$ cat config.mk
export PLATFORM = sky130hd
export DESIGN_NAME = calendar_date_arithmetic
export DESIGN_NICKNAME = d
export VERILOG_FILES = /design/src/rtl/cda_pkg.sv /design/src/rtl/calendar_date_arithmetic.sv
export SDC_FILE = /design/constraint.sdc
export NUM_CORES = 1
export LEC_CHECK = 0
export BUFFER_PORTS_ARGS = -buffer_cell sky130_fd_sc_hd__buf_2
export CAP_MARGIN = 20
export CORE_MARGIN = 2
export CORE_UTILIZATION = 45
export CTS_CLUSTER_DIAMETER = 150
export CTS_CLUSTER_SIZE = 28
export DETAILED_ROUTE_END_ITERATION = 8
export HOLD_SLACK_MARGIN = 0.06
export PLACE_DENSITY_LB_ADDON = 0.2
export SKIP_CTS_REPAIR_TIMING = 1
export SLEW_MARGIN = 10
export SYNTH_ARGS = -nofsm -noshare
export SYNTH_HDL_FRONTEND = slang
export SYNTH_SLANG_ARGS = --single-unit
export TNS_END_PERCENT = 5
$ cat constraint.sdc
create_clock -name clk -period 18.58 [get_ports clk]
set_input_delay 0 -clock clk [delete_from_list [all_inputs] [get_ports clk]]
set_output_delay 0 -clock clk [all_outputs]
set_load 0.005 [all_outputs]
$ cat src/rtl/cda_pkg.sv
// ============================================================================
// cda_pkg
// Shared types, opcodes and calendar helpers for the date arithmetic block.
// ============================================================================
package cda_pkg;

    localparam int OPCODE_W = 4;
    localparam int DAY_W    = 5;
    localparam int MONTH_W  = 4;
    localparam int YEAR_W   = 14;

    localparam int DEFAULT_MAX_AMOUNT_BITS = 12;

    localparam logic [YEAR_W-1:0]  YEAR_MAX   = 14'd9999;
    localparam logic [YEAR_W-1:0]  YEAR_RESET = 14'd2000;
    localparam logic [MONTH_W-1:0] DECEMBER   = 4'd12;
    localparam logic [MONTH_W-1:0] JANUARY    = 4'd1;
    localparam logic [DAY_W-1:0]   LAST_DAY   = 5'd31;

    // first month count past the last representable year
    localparam int MONTHS_LIMIT = (9999 + 1) * 12;

    // fixed-point reciprocal of 100, exact for any 14-bit year
    localparam int RECIP_100_SHIFT = 19;
    localparam logic [12:0] RECIP_100 = 13'd5243;

    // month counts split into year and month stay below MONTHS_LIMIT
    localparam int MONTH_SPLIT_W = 17;

    // fixed-point reciprocal of 12, exact for any 17-bit month count
    localparam int DIV12_SHIFT = 20;
    localparam logic [MONTH_SPLIT_W-1:0] RECIP_12 = 17'd87382;

    localparam logic [OPCODE_W-1:0] OP_LOAD      = 4'd0;
    localparam logic [OPCODE_W-1:0] OP_SET_MONTH = 4'd1;
    localparam logic [OPCODE_W-1:0] OP_SET_YEAR  = 4'd2;
    localparam logic [OPCODE_W-1:0] OP_ADD_DAYS  = 4'd3;
    localparam logic [OPCODE_W-1:0] OP_ADD_MON   = 4'd4;
    localparam logic [OPCODE_W-1:0] OP_SUB_MON   = 4'd5;
    localparam logic [OPCODE_W-1:0] OP_ADD_YEARS = 4'd6;
    localparam logic [OPCODE_W-1:0] OP_SUB_YEARS = 4'd7;
    localparam logic [OPCODE_W-1:0] OP_COMPARE   = 4'd8;

    typedef enum logic [7:0] {
        ST_IDLE  = 8'b0000_0001,
        ST_MPREP = 8'b0000_0010,
        ST_DIV   = 8'b0000_0100,
        ST_MFIN  = 8'b0000_1000,
        ST_LEAP1 = 8'b0001_0000,
        ST_LEAP2 = 8'b0010_0000,
        ST_CLAMP = 8'b0100_0000,
        ST_DAYS  = 8'b1000_0000
    } state_t;

    function automatic logic [DAY_W-1:0] days_in_month(
        input logic [MONTH_W-1:0] m,
        input logic               leap
    );
        logic [DAY_W-1:0] len;
        begin
            unique case (m)
                4'd2:                      len = leap ? 5'd29 : 5'd28;
                4'd4, 4'd6, 4'd9, 4'd11:   len = 5'd30;
                default:                   len = 5'd31;
            endcase
            return len;
        end
    endfunction

    function automatic logic [MONTH_W-1:0] fix_month(input logic [MONTH_W-1:0] m);
        logic [MONTH_W-1:0] r;
        begin
            if (m == 4'd0) begin
                r = JANUARY;
            end else if (m > DECEMBER) begin
                r = DECEMBER;
            end else begin
                r = m;
            end
            return r;
        end
    endfunction

endpackage

$ cat src/rtl/calendar_date_arithmetic.sv
// ============================================================================
// calendar_date_arithmetic
// Holds one Gregorian date and applies one operation per item.
// ============================================================================
// An item is taken when start is high and busy is low; opcode, amount and the
// arg_* fields are sampled at that edge. The result is on cur_day, cur_month,
// cur_year, the compare flags and year_saturated for the one cycle that done
// is high; done rises in the cycle busy falls, and a new item may be started
// in that same cycle. The receiver cannot stall the block.
// Steps: compare and unused opcodes finish from idle; set month goes to the
// day clamp; load, set year and add/sub years run the leap-year check of the
// new year (ST_LEAP1, ST_LEAP2), then a day clamp; add/sub months run a
// reciprocal multiply by 1/12, remainder, leap check and clamp, and skip the
// multiply and remainder when the year saturates. Add days walks one month
// per cycle through a single day adder/compare, held for the leap check of
// each year crossed.
// Reset leaves 1 January 2000 with no item in flight.
// ============================================================================
module calendar_date_arithmetic #(
    parameter int MAX_AMOUNT_BITS = cda_pkg::DEFAULT_MAX_AMOUNT_BITS
) (
    input  logic                          clk,
    input  logic                          rst_n,
    input  logic                          start,
    output logic                          busy,
    output logic                          done,
    input  logic [cda_pkg::OPCODE_W-1:0]  opcode,
    input  logic [MAX_AMOUNT_BITS-1:0]    amount,
    input  logic [cda_pkg::DAY_W-1:0]     arg_day,
    input  logic [cda_pkg::MONTH_W-1:0]   arg_month,
    input  logic [cda_pkg::YEAR_W-1:0]    arg_year,
    output logic [cda_pkg::DAY_W-1:0]     cur_day,
    output logic [cda_pkg::MONTH_W-1:0]   cur_month,
    output logic [cda_pkg::YEAR_W-1:0]    cur_year,
    output logic                          is_less,
    output logic                          is_equal,
    output logic                          is_greater,
    output logic                          year_saturated
);

    localparam int LW = MAX_AMOUNT_BITS;
    localparam int AW = ((MAX_AMOUNT_BITS > cda_pkg::DAY_W) ? MAX_AMOUNT_BITS
                                                             : cda_pkg::DAY_W) + 1;
    localparam int TW = $clog2(9999 * 12 + 12 + 2 ** MAX_AMOUNT_BITS);
    localparam int QW = cda_pkg::MONTH_SPLIT_W;
    localparam int DW = cda_pkg::DAY_W;
    localparam int MW = cda_pkg::MONTH_W;
    localparam int YW = cda_pkg::YEAR_W;

    cda_pkg::state_t state_reg, state_next;

    logic [DW-1:0]                 day_reg, day_next;
    logic [MW-1:0]                 month_reg, month_next;
    logic [YW-1:0]                 year_reg, year_next;
    logic                          leap_reg, leap_next;
    logic [cda_pkg::OPCODE_W-1:0]  op_reg, op_next;
    logic [LW-1:0]                 left_reg, left_next;
    logic [TW-1:0]                 t_reg, t_next;
    logic [YW-1:0]                 quo_reg, quo_next;
    logic [7:0]                    q_reg, q_next;
    logic                          lt_reg, lt_next;
    logic                          eq_reg, eq_next;
    logic                          gt_reg, gt_next;
    logic                          sat_reg, sat_next;
    logic                          done_reg, done_next;

    logic [DW-1:0]    lim;
    logic [AW-1:0]    day_sum;
    logic [TW-1:0]    month_base;
    logic [TW-1:0]    month_sum;
    logic [TW-1:0]    year_sum;
    logic [QW-1:0]    div_in;
    logic [2*QW-1:0]  div_prod;
    logic [QW-1:0]    quo_times_12;
    logic [QW-1:0]    div_rem;
    logic [26:0]      recip_prod;
    logic [14:0]      q_times_100;
    logic [22:0]      held_key;
    logic [22:0]      arg_key;

    // one shared day/month length unit for clamp and day walking
    assign lim     = cda_pkg::days_in_month(month_reg, leap_reg);
    assign day_sum = AW'(day_reg) + AW'(left_reg);

    assign month_base = (TW'(year_reg) << 3) + (TW'(year_reg) << 2)
                        + TW'(month_reg) - TW'(1);
    assign month_sum  = month_base + TW'(left_reg);
    assign year_sum   = TW'(year_reg) + TW'(amount);

    // month count split into year and month: t_reg stays below MONTHS_LIMIT here
    assign div_in       = QW'(t_reg);
    assign div_prod     = div_in * cda_pkg::RECIP_12;
    assign quo_times_12 = (QW'(quo_reg) << 3) + (QW'(quo_reg) << 2);
    assign div_rem      = div_in - quo_times_12;

    assign recip_prod  = year_reg * cda_pkg::RECIP_100;
    assign q_times_100 = {1'b0, q_reg, 6'b0} + {2'b0, q_reg, 5'b0} + {5'b0, q_reg, 2'b0};

    assign held_key = {year_reg, month_reg, day_reg};
    assign arg_key  = {arg_year, arg_month, arg_day};

    always_comb
    begin
        state_next = state_reg;
        day_next   = day_reg;
        month_next = month_reg;
        year_next  = year_reg;
        leap_next  = leap_reg;
        op_next    = op_reg;
        left_next  = left_reg;
        t_next     = t_reg;
        quo_next   = quo_reg;
        q_next     = q_reg;
        lt_next    = lt_reg;
        eq_next    = eq_reg;
        gt_next    = gt_reg;
        sat_next   = sat_reg;
        done_next  = 1'b0;

        unique case (state_reg)
            cda_pkg::ST_IDLE:
            begin
                if (start)
                begin
                    op_next   = opcode;
                    left_next = amount;
                    lt_next   = 1'b0;
                    eq_next   = 1'b0;
                    gt_next   = 1'b0;
                    sat_next  = 1'b0;
                    unique case (opcode)
                        cda_pkg::OP_LOAD:
                        begin
                            if (arg_year > cda_pkg::YEAR_MAX)
                            begin
                                year_next = cda_pkg::YEAR_MAX;
                                sat_next  = 1'b1;
                            end
                            else
                            begin
                                year_next = arg_year;
                            end
                            month_next = cda_pkg::fix_month(arg_month);
                            day_next   = arg_day;
                            state_next = cda_pkg::ST_LEAP1;
                        end
                        cda_pkg::OP_SET_MONTH:
                        begin
                            month_next = cda_pkg::fix_month(arg_month);
                            state_next = cda_pkg::ST_CLAMP;
                        end
                        cda_pkg::OP_SET_YEAR:
                        begin
                            if (arg_year > cda_pkg::YEAR_MAX)
                            begin
                                year_next = cda_pkg::YEAR_MAX;
                                sat_next  = 1'b1;
                            end
                            else
                            begin
                                year_next = arg_year;
                            end
                            state_next = cda_pkg::ST_LEAP1;
                        end
                        cda_pkg::OP_ADD_DAYS:
                        begin
                            state_next = cda_pkg::ST_DAYS;
                        end
                        cda_pkg::OP_ADD_MON, cda_pkg::OP_SUB_MON:
                        begin
                            state_next = cda_pkg::ST_MPREP;
                        end
                        cda_pkg::OP_ADD_YEARS:
                        begin
                            if (year_sum > TW'(cda_pkg::YEAR_MAX))
                            begin
                                year_next = cda_pkg::YEAR_MAX;
                                sat_next  = 1'b1;
                            end
                            else
                            begin
                                year_next = YW'(year_sum);
                            end
                            state_next = cda_pkg::ST_LEAP1;
                        end
                        cda_pkg::OP_SUB_YEARS:
                        begin
                            if (TW'(amount) > TW'(year_reg))
                            begin
                                year_next = '0;
                                sat_next  = 1'b1;
                            end
                            else
                            begin
                                year_next = YW'(TW'(year_reg) - TW'(amount));
                            end
                            state_next = cda_pkg::ST_LEAP1;
                        end
                        cda_pkg::OP_COMPARE:
                        begin
                            lt_next   = held_key < arg_key;
                            eq_next   = held_key == arg_key;
                            gt_next   = held_key > arg_key;
                            done_next = 1'b1;
                        end
                        default:
                        begin
                            done_next = 1'b1;
                        end
                    endcase
                end
            end

            cda_pkg::ST_MPREP:
            begin
                t_next = month_base;
                if (op_reg == cda_pkg::OP_ADD_MON)
                begin
                    if (month_sum >= TW'(cda_pkg::MONTHS_LIMIT))
                    begin
                        year_next  = cda_pkg::YEAR_MAX;
                        month_next = cda_pkg::DECEMBER;
                        sat_next   = 1'b1;
                        state_next = cda_pkg::ST_LEAP1;
                    end
                    else
                    begin
                        t_next     = month_sum;
                        state_next = cda_pkg::ST_DIV;
                    end
                end
                else
                begin
                    if (TW'(left_reg) > month_base)
                    begin
                        year_next  = '0;
                        month_next = cda_pkg::JANUARY;
                        sat_next   = 1'b1;
                        state_next = cda_pkg::ST_LEAP1;
                    end
                    else
                    begin
                        t_next     = month_base - TW'(left_reg);
                        state_next = cda_pkg::ST_DIV;
                    end
                end
            end

            // year = month count / 12 by reciprocal multiply
            cda_pkg::ST_DIV:
            begin
                quo_next   = div_prod[cda_pkg::DIV12_SHIFT +: YW];
                state_next = cda_pkg::ST_MFIN;
            end

            cda_pkg::ST_MFIN:
            begin
                year_next  = quo_reg;
                month_next = MW'(div_rem) + MW'(1);
                state_next = cda_pkg::ST_LEAP1;
            end

            cda_pkg::ST_LEAP1:
            begin
                q_next     = recip_prod[26:19];
                state_next = cda_pkg::ST_LEAP2;
            end

            // divisible by 4, and not a century unless divisible by 400
            cda_pkg::ST_LEAP2:
            begin
                leap_next = (year_reg[1:0] == 2'b00)
                            && (({1'b0, year_reg} != q_times_100) || (q_reg[1:0] == 2'b00));
                if (op_reg == cda_pkg::OP_ADD_DAYS)
                begin
                    state_next = cda_pkg::ST_DAYS;
                end
                else
                begin
                    state_next = cda_pkg::ST_CLAMP;
                end
            end

            cda_pkg::ST_CLAMP:
            begin
                if (day_reg > lim)
                begin
                    day_next = lim;
                end
                else if (day_reg == '0)
                begin
                    day_next = DW'(1);
                end
                done_next  = 1'b1;
                state_next = cda_pkg::ST_IDLE;
            end

            // one month per cycle, held for the leap check when a year is crossed
            cda_pkg::ST_DAYS:
            begin
                if (left_reg == '0)
                begin
                    done_next  = 1'b1;
                    state_next = cda_pkg::ST_IDLE;
                end
                else if (day_sum <= AW'(lim))
                begin
                    day_next   = DW'(day_sum);
                    left_next  = '0;
                    done_next  = 1'b1;
                    state_next = cda_pkg::ST_IDLE;
                end
                else
                begin
                    left_next = left_reg - LW'(lim - day_reg) - LW'(1);
                    day_next  = DW'(1);
                    if (month_reg >= cda_pkg::DECEMBER)
                    begin
                        if (year_reg >= cda_pkg::YEAR_MAX)
                        begin
                            month_next = cda_pkg::DECEMBER;
                            day_next   = cda_pkg::LAST_DAY;
                            sat_next   = 1'b1;
                            left_next  = '0;
                            done_next  = 1'b1;
                            state_next = cda_pkg::ST_IDLE;
                        end
                        else
                        begin
                            month_next = cda_pkg::JANUARY;
                            year_next  = year_reg + YW'(1);
                            state_next = cda_pkg::ST_LEAP1;
                        end
                    end
                    else
                    begin
                        month_next = month_reg + MW'(1);
                    end
                end
            end

            default:
            begin
                state_next = cda_pkg::ST_IDLE;
            end
        endcase
    end

    always_ff @(posedge clk or negedge rst_n)
    begin
        if (!rst_n)
        begin
            state_reg <= cda_pkg::ST_IDLE;
            day_reg   <= DW'(1);
            month_reg <= cda_pkg::JANUARY;
            year_reg  <= cda_pkg::YEAR_RESET;
            leap_reg  <= 1'b1;
            lt_reg    <= 1'b0;
            eq_reg    <= 1'b0;
            gt_reg    <= 1'b0;
            sat_reg   <= 1'b0;
            done_reg  <= 1'b0;
        end
        else
        begin
            state_reg <= state_next;
            day_reg   <= day_next;
            month_reg <= month_next;
            year_reg  <= year_next;
            leap_reg  <= leap_next;
            lt_reg    <= lt_next;
            eq_reg    <= eq_next;
            gt_reg    <= gt_next;
            sat_reg   <= sat_next;
            done_reg  <= done_next;
        end
    end

    always_ff @(posedge clk)
    begin
        op_reg   <= op_next;
        left_reg <= left_next;
        t_reg    <= t_next;
        quo_reg  <= quo_next;
        q_reg    <= q_next;
    end

    assign busy           = (state_reg != cda_pkg::ST_IDLE);
    assign done           = done_reg;
    assign cur_day        = day_reg;
    assign cur_month      = month_reg;
    assign cur_year       = year_reg;
    assign is_less        = lt_reg;
    assign is_equal       = eq_reg;
    assign is_greater     = gt_reg;
    assign year_saturated = sat_reg;

`ifndef SYNTHESIS
    // a result never shows while the sequencer is still working
    a_done_not_busy: assert property (@(posedge clk) disable iff (!rst_n)
        done |-> !busy)
        else $error("done raised while busy");

    a_compare_one_cycle: assert property (@(posedge clk) disable iff (!rst_n)
        (start && !busy && opcode == cda_pkg::OP_COMPARE) |=> (done && !busy))
        else $error("compare item did not finish in one cycle");

    a_flags_exclusive: assert property (@(posedge clk) disable iff (!rst_n)
        $onehot0({is_less, is_equal, is_greater}))
        else $error("more than one compare flag set");

    // held date stays a real calendar date between items
    a_date_valid: assert property (@(posedge clk) disable iff (!rst_n)
        !busy |-> (cur_day != '0 && cur_day <= lim && cur_month != '0
                   && cur_month <= cda_pkg::DECEMBER && cur_year <= cda_pkg::YEAR_MAX))
        else $error("held date out of range while idle");
`endif

endmodule

; Word level (Yosys, flattened, before mapping)
; Index checks and enable logic that the tools add are counted.
[totals]
register_bits = 92
input_bits = 42
output_inout_bits = 29
word_cells = 191
[op_classes]
add_sub_neg = 18
n_mul = 2
magnitude_cmp = 12
eq_ne = 40
muxes = 79
n_reduce_logical = 25
[ops]
columns = op, count
row1 = two-way mux 14 bit, 11
row2 = two-way mux 12 bit, 5
row3 = case mux 14 bit (4 select lines), 1
row4 = case mux 8 bit (7 select lines), 1
row5 = two-way mux 5 bit, 11
row6 = two-way mux 17 bit, 3
row7 = two-way mux 8 bit, 6
row8 = two-way mux 4 bit, 11
row9 = case mux 14 bit (3 select lines), 1
row10 = "multiplier 17 x 16 -> 33 bit, second input constant", 1
row11 = case mux 8 bit (4 select lines), 1
row12 = "equality test 4 x 3 -> 1 bit, second input constant", 7
row13 = "multiplier 14 x 13 -> 27 bit, second input constant", 1
row14 = case mux 12 bit (2 select lines), 1
row15 = equality test 23 bit, 1
row16 = > comparator 23 bit, 1
row17 = < comparator 23 bit, 1
row18 = two-way mux 1 bit, 21
row19 = adder 17 x 12 -> 17 bit, 1
row20 = adder 17 x 16 -> 17 bit, 1
row21 = adder 17 x 4 -> 17 bit, 1
row22 = ">= comparator 17 bit, second input constant", 1
row23 = > comparator 12 x 17 -> 1 bit, 1
row24 = "subtractor 17 x 1 -> 17 bit, second input constant", 1
row25 = 62 further kinds, 85

; Depth between registers and ports, before layout
; Gate-level depths: netlist of run 1.
[depth]
depth_word = 11
ltp_mapped = 25
depth_no_buf = 25

; Least setup slack after synthesis of run 1
; Ideal clock, no wire load.
[synth_path]
kind = register -> register
start = register t_reg[3], in the netlist div_in[3]
end = register quo_reg[13] (data pin)
setup_time_ns = 0.258
arrival_ns = 5.722
required_ns = 18.322
setup_slack_ns = 12.600
stages_incl_launch_ff = 21
path_buffers = 0
period_less_slack_ns = 5.980
cell_sequence = edfxtp_1 > ha_1 > inv_1 > fa_1 > inv_1 > fa_1 > fa_1 > fa_1 > fa_1 > ha_1 > a21o_1 > a21o_1 > nor3_1 > nand2_1 > a41oi_1 > o31ai_1 > a311oi_1 > a21oi_1 > a31o_2 > nor2_1 > xnor2_1
[synth_between]
elab_chain_len = 1
[synth_rtl]
columns = element, line
row1 = "start, declared", calendar_date_arithmetic.sv:58  ; logic [TW-1:0] t_reg, t_next;
row2 = "start signal, assigned", calendar_date_arithmetic.sv:383  ; t_reg <= t_next;
row3 = multiplier 17 x 16 -> 33 bit, calendar_date_arithmetic.sv:92  ; assign div_prod = div_in * cda_pkg::RECIP_12;
row4 = via div_prod[33], calendar_date_arithmetic.sv:73  ; logic [2*QW-1:0] div_prod;
row5 = "end signal, assigned", calendar_date_arithmetic.sv:384  ; quo_reg <= quo_next;
row6 = "end, declared", calendar_date_arithmetic.sv:59  ; logic [YW-1:0] quo_reg, quo_next;
; The timed path passes the listed nets, and every way through them passes these cells.
; A chain may end at the register's enable or synchronous reset.

; Worst setup path in the final report of run 1
[layout_path]
start = register year_reg[0], in the netlist cur_year[0]
end = register year_reg[1], in the netlist cur_year[1]
[layout_between]
elab_chain_len = 7
word_cells_on_any_way = 25
classes_between = add/sub: 7 / order compare: 5 / eq/ne: 3 / mux: 9 / reduce/logical: 1
[layout_rtl]
columns = element, line
row1 = "start, declared", calendar_date_arithmetic.sv:54  ; logic [YW-1:0] year_reg, year_next;
row2 = "start signal, assigned", calendar_date_arithmetic.sv:356  ; year_reg <= cda_pkg::YEAR_RESET;
row3 = "start signal, assigned", calendar_date_arithmetic.sv:369  ; year_reg <= year_next;
row4 = adder 17 x 16 -> 17 bit, calendar_date_arithmetic.sv:85  ; assign month_base = (TW'(year_reg) << 3) + (TW'(year_reg) << 2)
row5 = adder 17 x 4 -> 17 bit, calendar_date_arithmetic.sv:86  ; + TW'(month_reg) - TW'(1);
row6 = subtractor 17 x 1 -> 17 bit, calendar_date_arithmetic.sv:86
row7 = adder 17 x 12 -> 17 bit, calendar_date_arithmetic.sv:87  ; assign month_sum = month_base + TW'(left_reg);
row8 = >= comparator 17 bit, calendar_date_arithmetic.sv:219  ; if (month_sum >= TW'(cda_pkg::MONTHS_LIMIT))
row9 = != test 3 bit (no line), --
row10 = AND reduction 9 bit (no line), --
; Parallel ways exist; a longest one is shown, timed or not. The select of a mux whose other input is x is not followed.

==> results.cfg, run 1 <==
[status]
status = completed

[logic_synthesis]
ys_warn_count = 0
synthArstFlopShare_pct = 40.2
syn-mean-instance-area_um2 = 9.06
synth_top_family_by_area = adder cells
yosysTopAreaCellShare_pct = 26.6
syn_nets = 2651
syn_inst = 2048
synth-compound-area-share_pct = 16.2
ys_seq_area_share_pct = 14.0
synth-seq-cells = 92
synth_flop_cell = edfxtp_1
synthMuxAreaShare_pct = 0.499
synthXorXnorAreaFrac_pct = 5.29
synth_common_cells = ha_1, inv_1, fa_1, a21oi_1, nand2_1
synth_edf_count = 55
synthesis.area_um2 = 18600
synth_top_area_cell = ha_1
yosysUniqueCellTypes = 82
yosys.area_share.simple_pct = 10.7
synthAdderAreaFrac_pct = 44.6
synthTopCellsByArea = ha_1, fa_1, edfxtp_1

[sta]
finalMaxSlewViolations = 0
setup_viol = 0
tns_ps = 0
rsz0062_at_grt = false
worstMarginPinSlew_ps = 1020
fin_crit_ps = 6820
hold_violations = 0
relSlewSlack_pct = 32.0
max_freq_mhz = 147
fin_crit_sh_pct = 36.7
skew_ps = 17.1

[critical_path]
crit_path_frequent_cell = inv_1
path_class = register to register
cpPeakStageDelay_ps = 650
path_buf_inv = 4
end_kind = register
crit_path_top_delay_cell = dfrtp_1
cp.arrival_ps = 7060
r2r-end = cur_year[1]
cp_max_fo = 25
ff2ff_path_depth = 22
path_cells = inv_1 > ha_1 > inv_1 > fa_1 > fa_1 > a21o_1 > a41oi_1 > nand2_1 > xor2_1 > ha_1 > inv_1 > o311a_1 > nor3_1 > a221o_1 > a2111oi_4 > nand3b_1 > o21ai_0 > o311ai_1 > a31o_2 > inv_1 > o211ai_1 > o21ai_0
r2r_start = cur_year[0]
startpoint_type = register
rrSetupSlack_ps = 11760
cp_top_family = compound AO/OA/AOI/OAI gates
cp.required_ps = 18830

[place]
hpwlAfterDp_um = 44200
port_buffers = 70
gp_congestion = 0.938

[floorplan]
die_w_um = 207
fp-row-count = 74
die_area_um2 = 42900
start_util_pct = 45.6
core_um2 = 40700
pin_count = 71
die_h_um = 207

[layout]
nNetsFinal = 2722
diodes = 0
layout-area-overhead-vs-synth_pct = 7.47
largest_reg_flops = 17
fillCellCount = 3881
postLayoutCoreUtil_pct = 49.0
drive_gt1_share_pct = 6.17

[detailed_routing]
route.detailed.drc = 0
via_count = 14900
drt_iter0_markers = 1161
wl_per_cell_um = 19.9
viasPerCell = 5.62
drtPass1Iterations = 6
wirelength_um = 52800
ant_nets = 0

[clock_network]
clockBufferDepth = 2
cts.sinks = 92
cts_tree = done
clock_latency_ps = 370
cts-root-buf = clkbuf_16
numCtsBuffers = 9
cts-htree-levels = 3
path_clk_slew_ps = 80

[grt]
antenna_found_initial = 5
grt_max_degree = 38
gr-usage-all-layers_pct = 25.1
grt_pass1_vias = 15500
grt_overflow = 0
grt_pass1_wl_um = 85300

[hold_path]
hold_path_end = cur_day[4]
worstHoldPathCells = 4
min_from = arg_day[4]
hold_class = input pin to register

[job]
cap_viol_max_count = 0
-- metrics by stage --
step                      hold slack (ps)  instance area (um^2)  setup WS (ps)  instances
after global placement                190                 19500          12060       2628
after global routing                 69.9                 19900          11300       2656
after CTS                            -217                 19800          11850       2644
final                                49.1                 19900          11760       2656
after floorplan                      -296                 18600          12600       2048
after detailed placement              187                 19500          11870       2628
-- metal layers --
metal | up-vias | routed length, um | GRT usage [%]
met5 | - | 0 | 0
met4 | 0 | 1070 | 5.20
met3 | 71 | 2780 | 3.02
met2 | 392 | 24800 | 41.7
met1 | 7268 | 24200 | 35.1
li1 | 7194 | - | -
-- layout by cell type, fill, tap and decap left out, types with 7 or more instances in the layout --
| cell | count |
|---|---|
| fa_1 | 167 |
| nand4_1 | 19 |
| xor2_1 | 26 |
| xnor2_1 | 86 |
| dfrtp_1 | 27 |
| edfxtp_1 | 55 |
| nand2_1 | 106 |
| nor4_1 | 13 |
| a221o_1 | 12 |
| a31oi_1 | 12 |
| o21a_1 | 20 |
| a21oi_1 | 110 |
| a22oi_1 | 14 |
| buf_2 | 70 |
| a211oi_1 | 14 |
| buf_4 | 12 |
| a22o_1 | 8 |
| dfstp_2 | 10 |
| o21ai_0 | 104 |
| nand3_1 | 31 |
| nand2b_1 | 15 |
| nor2b_1 | 23 |
| and3_1 | 8 |
| nor3b_1 | 9 |
| dlygate4sd3_1 | 12 |
| a221oi_1 | 9 |
| o31ai_1 | 14 |
| nor2_1 | 91 |
| o21bai_1 | 13 |
| ha_1 | 394 |
| a21o_1 | 49 |
| clkbuf_16 | 9 |
| o211ai_1 | 7 |
| inv_1 | 394 |
| and2_1 | 9 |
| o221ai_1 | 7 |
| o22ai_1 | 8 |
| mux2i_1 | 7 |
| nor3_1 | 36 |
-- cell type report --
type                       count  area, um^2  share of cell area, %
timing repair buffer          94         561                   2.81
tap                          532         666                   3.34
inverter                     394        1480                   7.41
clock inverter                 6        65.1                  0.326
clock buffer                  10         239                   1.20
multi-input combinational   1528       14300                   71.9
sequential                    92        2590                   13.0
-- worst register-to-register path, stage by stage (launching register included) --
cell and delay, ps:
dfrtp_1 650, inv_1 250, ha_1 330, inv_1 50, fa_1 510, fa_1 490, a21o_1 200, a41oi_1 250
nand2_1 90, xor2_1 320, ha_1 400, inv_1 140, o311a_1 210, nor3_1 70, a221o_1 430, a2111oi_4 410
nand3b_1 160, o21ai_0 130, o311ai_1 590, a31o_2 590, inv_1 200, o211ai_1 120, o21ai_0 110
-- kinds of logic after synthesis --
logic type               count (synthesis)
adder cells (fa/ha/maj)                561
buffers and inverters                  428
XOR/XNOR                               112
AO/OA/AOI/OAI                          450
flip-flops                              92
multiplexers                             9
AND/OR/NAND/NOR                        396
-- how the worst max path moves through the flow --
| stage | from | end | slack [ps] | cells after the start |
|---|---|---|---|---|
| global route | cur_year[0] | cur_year[1] | 11300 | 22 |
| detailed placement | cur_year[0] | cur_year[1] | 11870 | 22 |
| CTS | cur_year[0] | cur_year[1] | 11850 | 22 |
| global placement | cur_year[0] | cur_year[1] | 12060 | 22 |
| finish | cur_year[0] | cur_year[1] | 11760 | 22 |
| floorplan | div_in[3] | quo_reg[13] | 12600 | 20 |
Power of run 1 is left out: the tool's default activity adds up to more than one toggle a clock period on the data nets, which glitch-free logic cannot reach.
==> run 2, diff against run 1 <==
clock period = 6.42 ns   (was 18.58 ns; I/O delays follow)
==> run 2 against run 1 <==
Compared with the run above:
- sequential share of layout area down 0.25 points
- worst hold slack worse by 33 ps
- largest cell class unchanged
- critical path type unchanged
- global-route usage up 0.098 points
- critical path depth down 2
- via count up 0.66%
- setup slack worse by 11000 ps
- first-iteration DRC count down 15%
==> results.cfg, run 2 (synthesized netlist as in run 1, its figures left out) <==
[layout]
largest_reg_flops = 17
layout-area-overhead-vs-synth_pct = 9.57
nNetsFinal = 2768
seq_area_um2 = 2590
multi_input_area_um2 = 14400
mostFrequentLayoutCells = inv_1, ha_1, fa_1, a21oi_1, nand2_1
fillCellCount = 3869
drive_gt1_share_pct = 8.48

[critical_path]
path_class = register to register
ff2ff_path_depth = 20
r2r_start = div_in[3]
r2r-end = quo_reg[13]
startpoint_type = register
startpoint = div_in[3]
end_kind = register
rrSetupSlack_ps = 330
cp.required_ps = 6540
cp_max_fo = 4
cp.arrival_ps = 6200

[grt]
grt_max_degree = 38
grt_overflow = 0
grt_pass1_wl_um = 85300
gr-usage-all-layers_pct = 25.2
grt_pass1_vias = 15200
antenna_found_initial = 1

[place]
place_ws_ps = 170
hpwlAfterDp_um = 45200
gp_congestion = 0.957
port_buffers = 70

[hold_path]
worstHoldPathCells = 4
min_from = arg_day[4]
hold_path_end = cur_day[4]
hold_class = input pin to register

[sta]
fin_crit_ps = 6090
hold_violations = 0
fin_crit_sh_pct = 94.8
finalMaxSlewViolations = 0
worstMarginPinSlew_ps = 997
max_freq_mhz = 164
skew_ps = 16.3
rsz0062_at_grt = true
timing.final.ws_setup_ps = 335
relSlewSlack_pct = 33.5
setup_viol = 0

[clock_network]
cts.sinks = 92
numCtsBuffers = 9
cts_tree = done
cts-htree-levels = 3
clock_latency_ps = 370
path_clk_slew_ps = 90
cts-root-buf = clkbuf_16
clockBufferDepth = 2

[floorplan]
die_w_um = 207
die_area_um2 = 42900
core_um2 = 40700
fp-row-count = 74
start_util_pct = 45.6
pin_count = 71
die_h_um = 207

[status]
status = completed

[detailed_routing]
drtPass1Iterations = 5
route.detailed.drc = 0
drt_iter0_markers = 987
viasPerCell = 5.56
via_count = 15000
ant_nets = 0
wl_per_cell_um = 19.7
wirelength_um = 53300

[job]
cap_viol_max_count = 0
==> run 2: area by class of cell <==
type,count,share of cell area [%]
Antenna cell,1,0.0123
Clock buffer,9,1.11
Clock inverter,7,0.492
Inverter,394,7.27
Multi-Input combinational cell,1528,70.7
Sequential cell,92,12.7
Tap cell,532,3.27
Timing Repair Buffer,140,4.43
==> run 2: metrics by stage <==
step | hold slack [ps] | instances | instance area (um^2) | setup TNS [ps] | util [%]
6_report | 16.0 | 2703 | 20300 | 0 | 49.9
5_1_grt | 67.2 | 2702 | 20300 | -122 | 49.9
4_1_cts | -195 | 2687 | 20200 | 0 | 49.5
3_5_place_dp | 197 | 2671 | 19800 | 0 | 48.7
3_3_place_gp | 186 | 2671 | 19800 | 0 | 48.7
2_1_floorplan | -296 | 2048 | 18600 | 0 | -
==> run 2: worst max-delay path, stage by stage, from the launching register on <==
cell      delay [ps]
edfxtp_1         410
ha_1             350
inv_1             70
fa_1             500
inv_1             80
fa_1             530
fa_1             520
fa_1             510
fa_1             490
ha_1             350
a21o_1           190
a21o_1           190
nor3_1           210
nand2_1           90
a41oi_2          210
o31ai_2          180
a311oi_2         380
a21oi_2          120
a31o_2           270
nor2_1           110
xnor2_1           80
==> run 2: worst max path at each step <==
stage	slack [ps]	endpoint	depth (start not counted)
final	330	quo_reg[13]	20
after global routing	-80	cur_year[1]	25
after CTS	120	quo_reg[13]	20
after detailed placement	170	quo_reg[13]	19
after global placement	200	quo_reg[13]	19
after floorplan	440	quo_reg[13]	20
==> run 2: layer usage <==
metal	up-vias	part of all wire (%)	track usage, %
met4	0	2.8	7.09
met1	7294	46	35.7
met2	385	45	39.6
met5	-	0	0
li1	7276	-	-
met3	68	5.9	4.23
Power of run 2 is left out for the same reason.
==> run 3, diff against run 2 <==
clock period = 5 ns   (was 6.42 ns; I/O delays follow)
==> run 3 against run 2 <==
Compared with the run above:
- the run now ends with negative setup slack left
- critical path type unchanged
- register-to-register slack lost 1200 ps
- sequential share of layout area down 1.3 points
- final area is 11% higher
- clock skew increased by 3.6 ps
==> results.cfg, run 3 (synthesized netlist as in run 1, its figures left out) <==
[floorplan]
die_area_um2 = 42900
fp-row-count = 74
die_w_um = 207
die_h_um = 207
core_um2 = 40700
pin_count = 71
start_util_pct = 45.6

[clock_network]
cts-root-buf = clkbuf_16
cts_tree = done
clock_latency_ps = 370
path_clk_slew_ps = 80
clockBufferDepth = 2
cts-htree-levels = 3
cts.sinks = 92
numCtsBuffers = 9

[sta]
tns_ps = -24060
setup_viol = 57
fin_crit_sh_pct = 117
skew_ps = 19.9
hold_violations = 0
relSlewSlack_pct = 29.9
timing.final.ws_setup_ps = -828
rsz0062_at_grt = true
fin_crit_ps = 5830
finalMaxSlewViolations = 0
worstMarginPinSlew_ps = 1050
max_freq_mhz = 172

[layout]
mostFrequentLayoutCells = inv_1, ha_1, buf_4, fa_1, nand2_1
nNetsFinal = 2996
instances_no_fill = 2931
final_common_cell = inv_1
drive_gt1_share_pct = 21.0
layout-area-overhead-vs-synth_pct = 21.9
fillCellCount = 3702
largest_reg_flops = 17

[place]
hpwlAfterDp_um = 47700
port_buffers = 70
placedCellCount = 2893
gp_congestion = 0.952

[grt]
grt_pass1_vias = 16700
gr-usage-met1_pct = 36.3
grt.busiest_layer = met2
grt_use_met3_pct = 3.78
grt_pass1_wl_um = 89900
grt_overflow = 0
grt_max_degree = 38
grt_util_met2_pct = 44.0
antenna_found_initial = 2
gr-usage-all-layers_pct = 26.3

[detailed_routing]
route.detailed.drc = 0
viasPerCell = 5.46
wirelength_um = 55700
wl_per_cell_um = 19.0
via_count = 16000
ant_nets = 0
drtPass1Iterations = 6
drt_iter0_markers = 1075

[critical_path]
cp_max_fo = 5
cp.arrival_ps = 5940
startpoint_type = register
cp.required_ps = 5110
end_kind = register
path_class = register to register

[job]
cap_viol_max_count = 0

[status]
status = finished with violations
violations = negative setup slack

[hold_path]
hold_class = input pin to register
-- run 3: changes by cell type in the layout (fill, tap and decap cells not counted), moves of 7 or more --
cell / delta
a21oi_1: -11
inv_1: -10
ha_4: +14
o21ai_0: -20
a21oi_2: +11
a211oi_1: -7
buf_4: +225
inv_2: +9
o21ai_1: +15
ha_1: -17
-- run 3: critical path, stage by stage (launching register included) --
cell and delay [ps]:
edfxtp_1 530, ha_4 330, inv_1 40, fa_1 540, inv_1 80, fa_1 480
fa_1 540, fa_1 570, fa_1 450, ha_4 250, a21o_1 210, nor3_2 180
nand2_1 80, a41oi_2 250, o31ai_4 110, a311oi_2 380, a21oi_2 120, a31o_2 240
nor2_2 110, xnor2_1 70
-- run 3: path summary, 6_finish.rpt --
path	start	endpoint	slack [ps]	depth (start not counted)
min reg2reg	leap_reg	leap_reg	510	2
max reg2reg	div_in[4]	quo_reg[13]	-830	19
max in group asynchronous	rst_n	cur_year[2]	3990	2
min in group asynchronous	rst_n	is_greater	330	2
min	arg_day[1]	cur_day[1]	40	5
max	div_in[4]	quo_reg[13]	-830	19
-- run 3: layout make-up --
type | instances | area [um^2] | area share (%)
Sequential cell | 92 | 2590 | 11.5
Clock buffer | 10 | 239 | 1.06
Timing Repair Buffer | 368 | 2640 | 11.7
Antenna cell | 1 | 2.50 | 0.0111
Tap cell | 532 | 666 | 2.94
Inverter | 394 | 1480 | 6.55
Clock inverter | 6 | 62.6 | 0.277
Multi-Input combinational cell | 1528 | 14900 | 66.0
-- run 3: metrics by stage --
stage	hold WS, ps	util, %	instance area (um^2)	setup slack, ps
after floorplan	-296	-	18800	-441
after global placement	191	53.4	21700	-627
after detailed placement	216	53.4	21700	-797
after CTS	-183	54.1	22000	-833
after global routing	62.0	55.5	22600	-960
final	37.9	55.5	22600	-828
-- run 3: metal layers --
layer,wire length [um],part of all wire (%)
met5,0,0
met4,895,1.6
met3,2740,4.9
met2,26300,47
met1,25800,46
Power of run 3 is left out for the same reason.
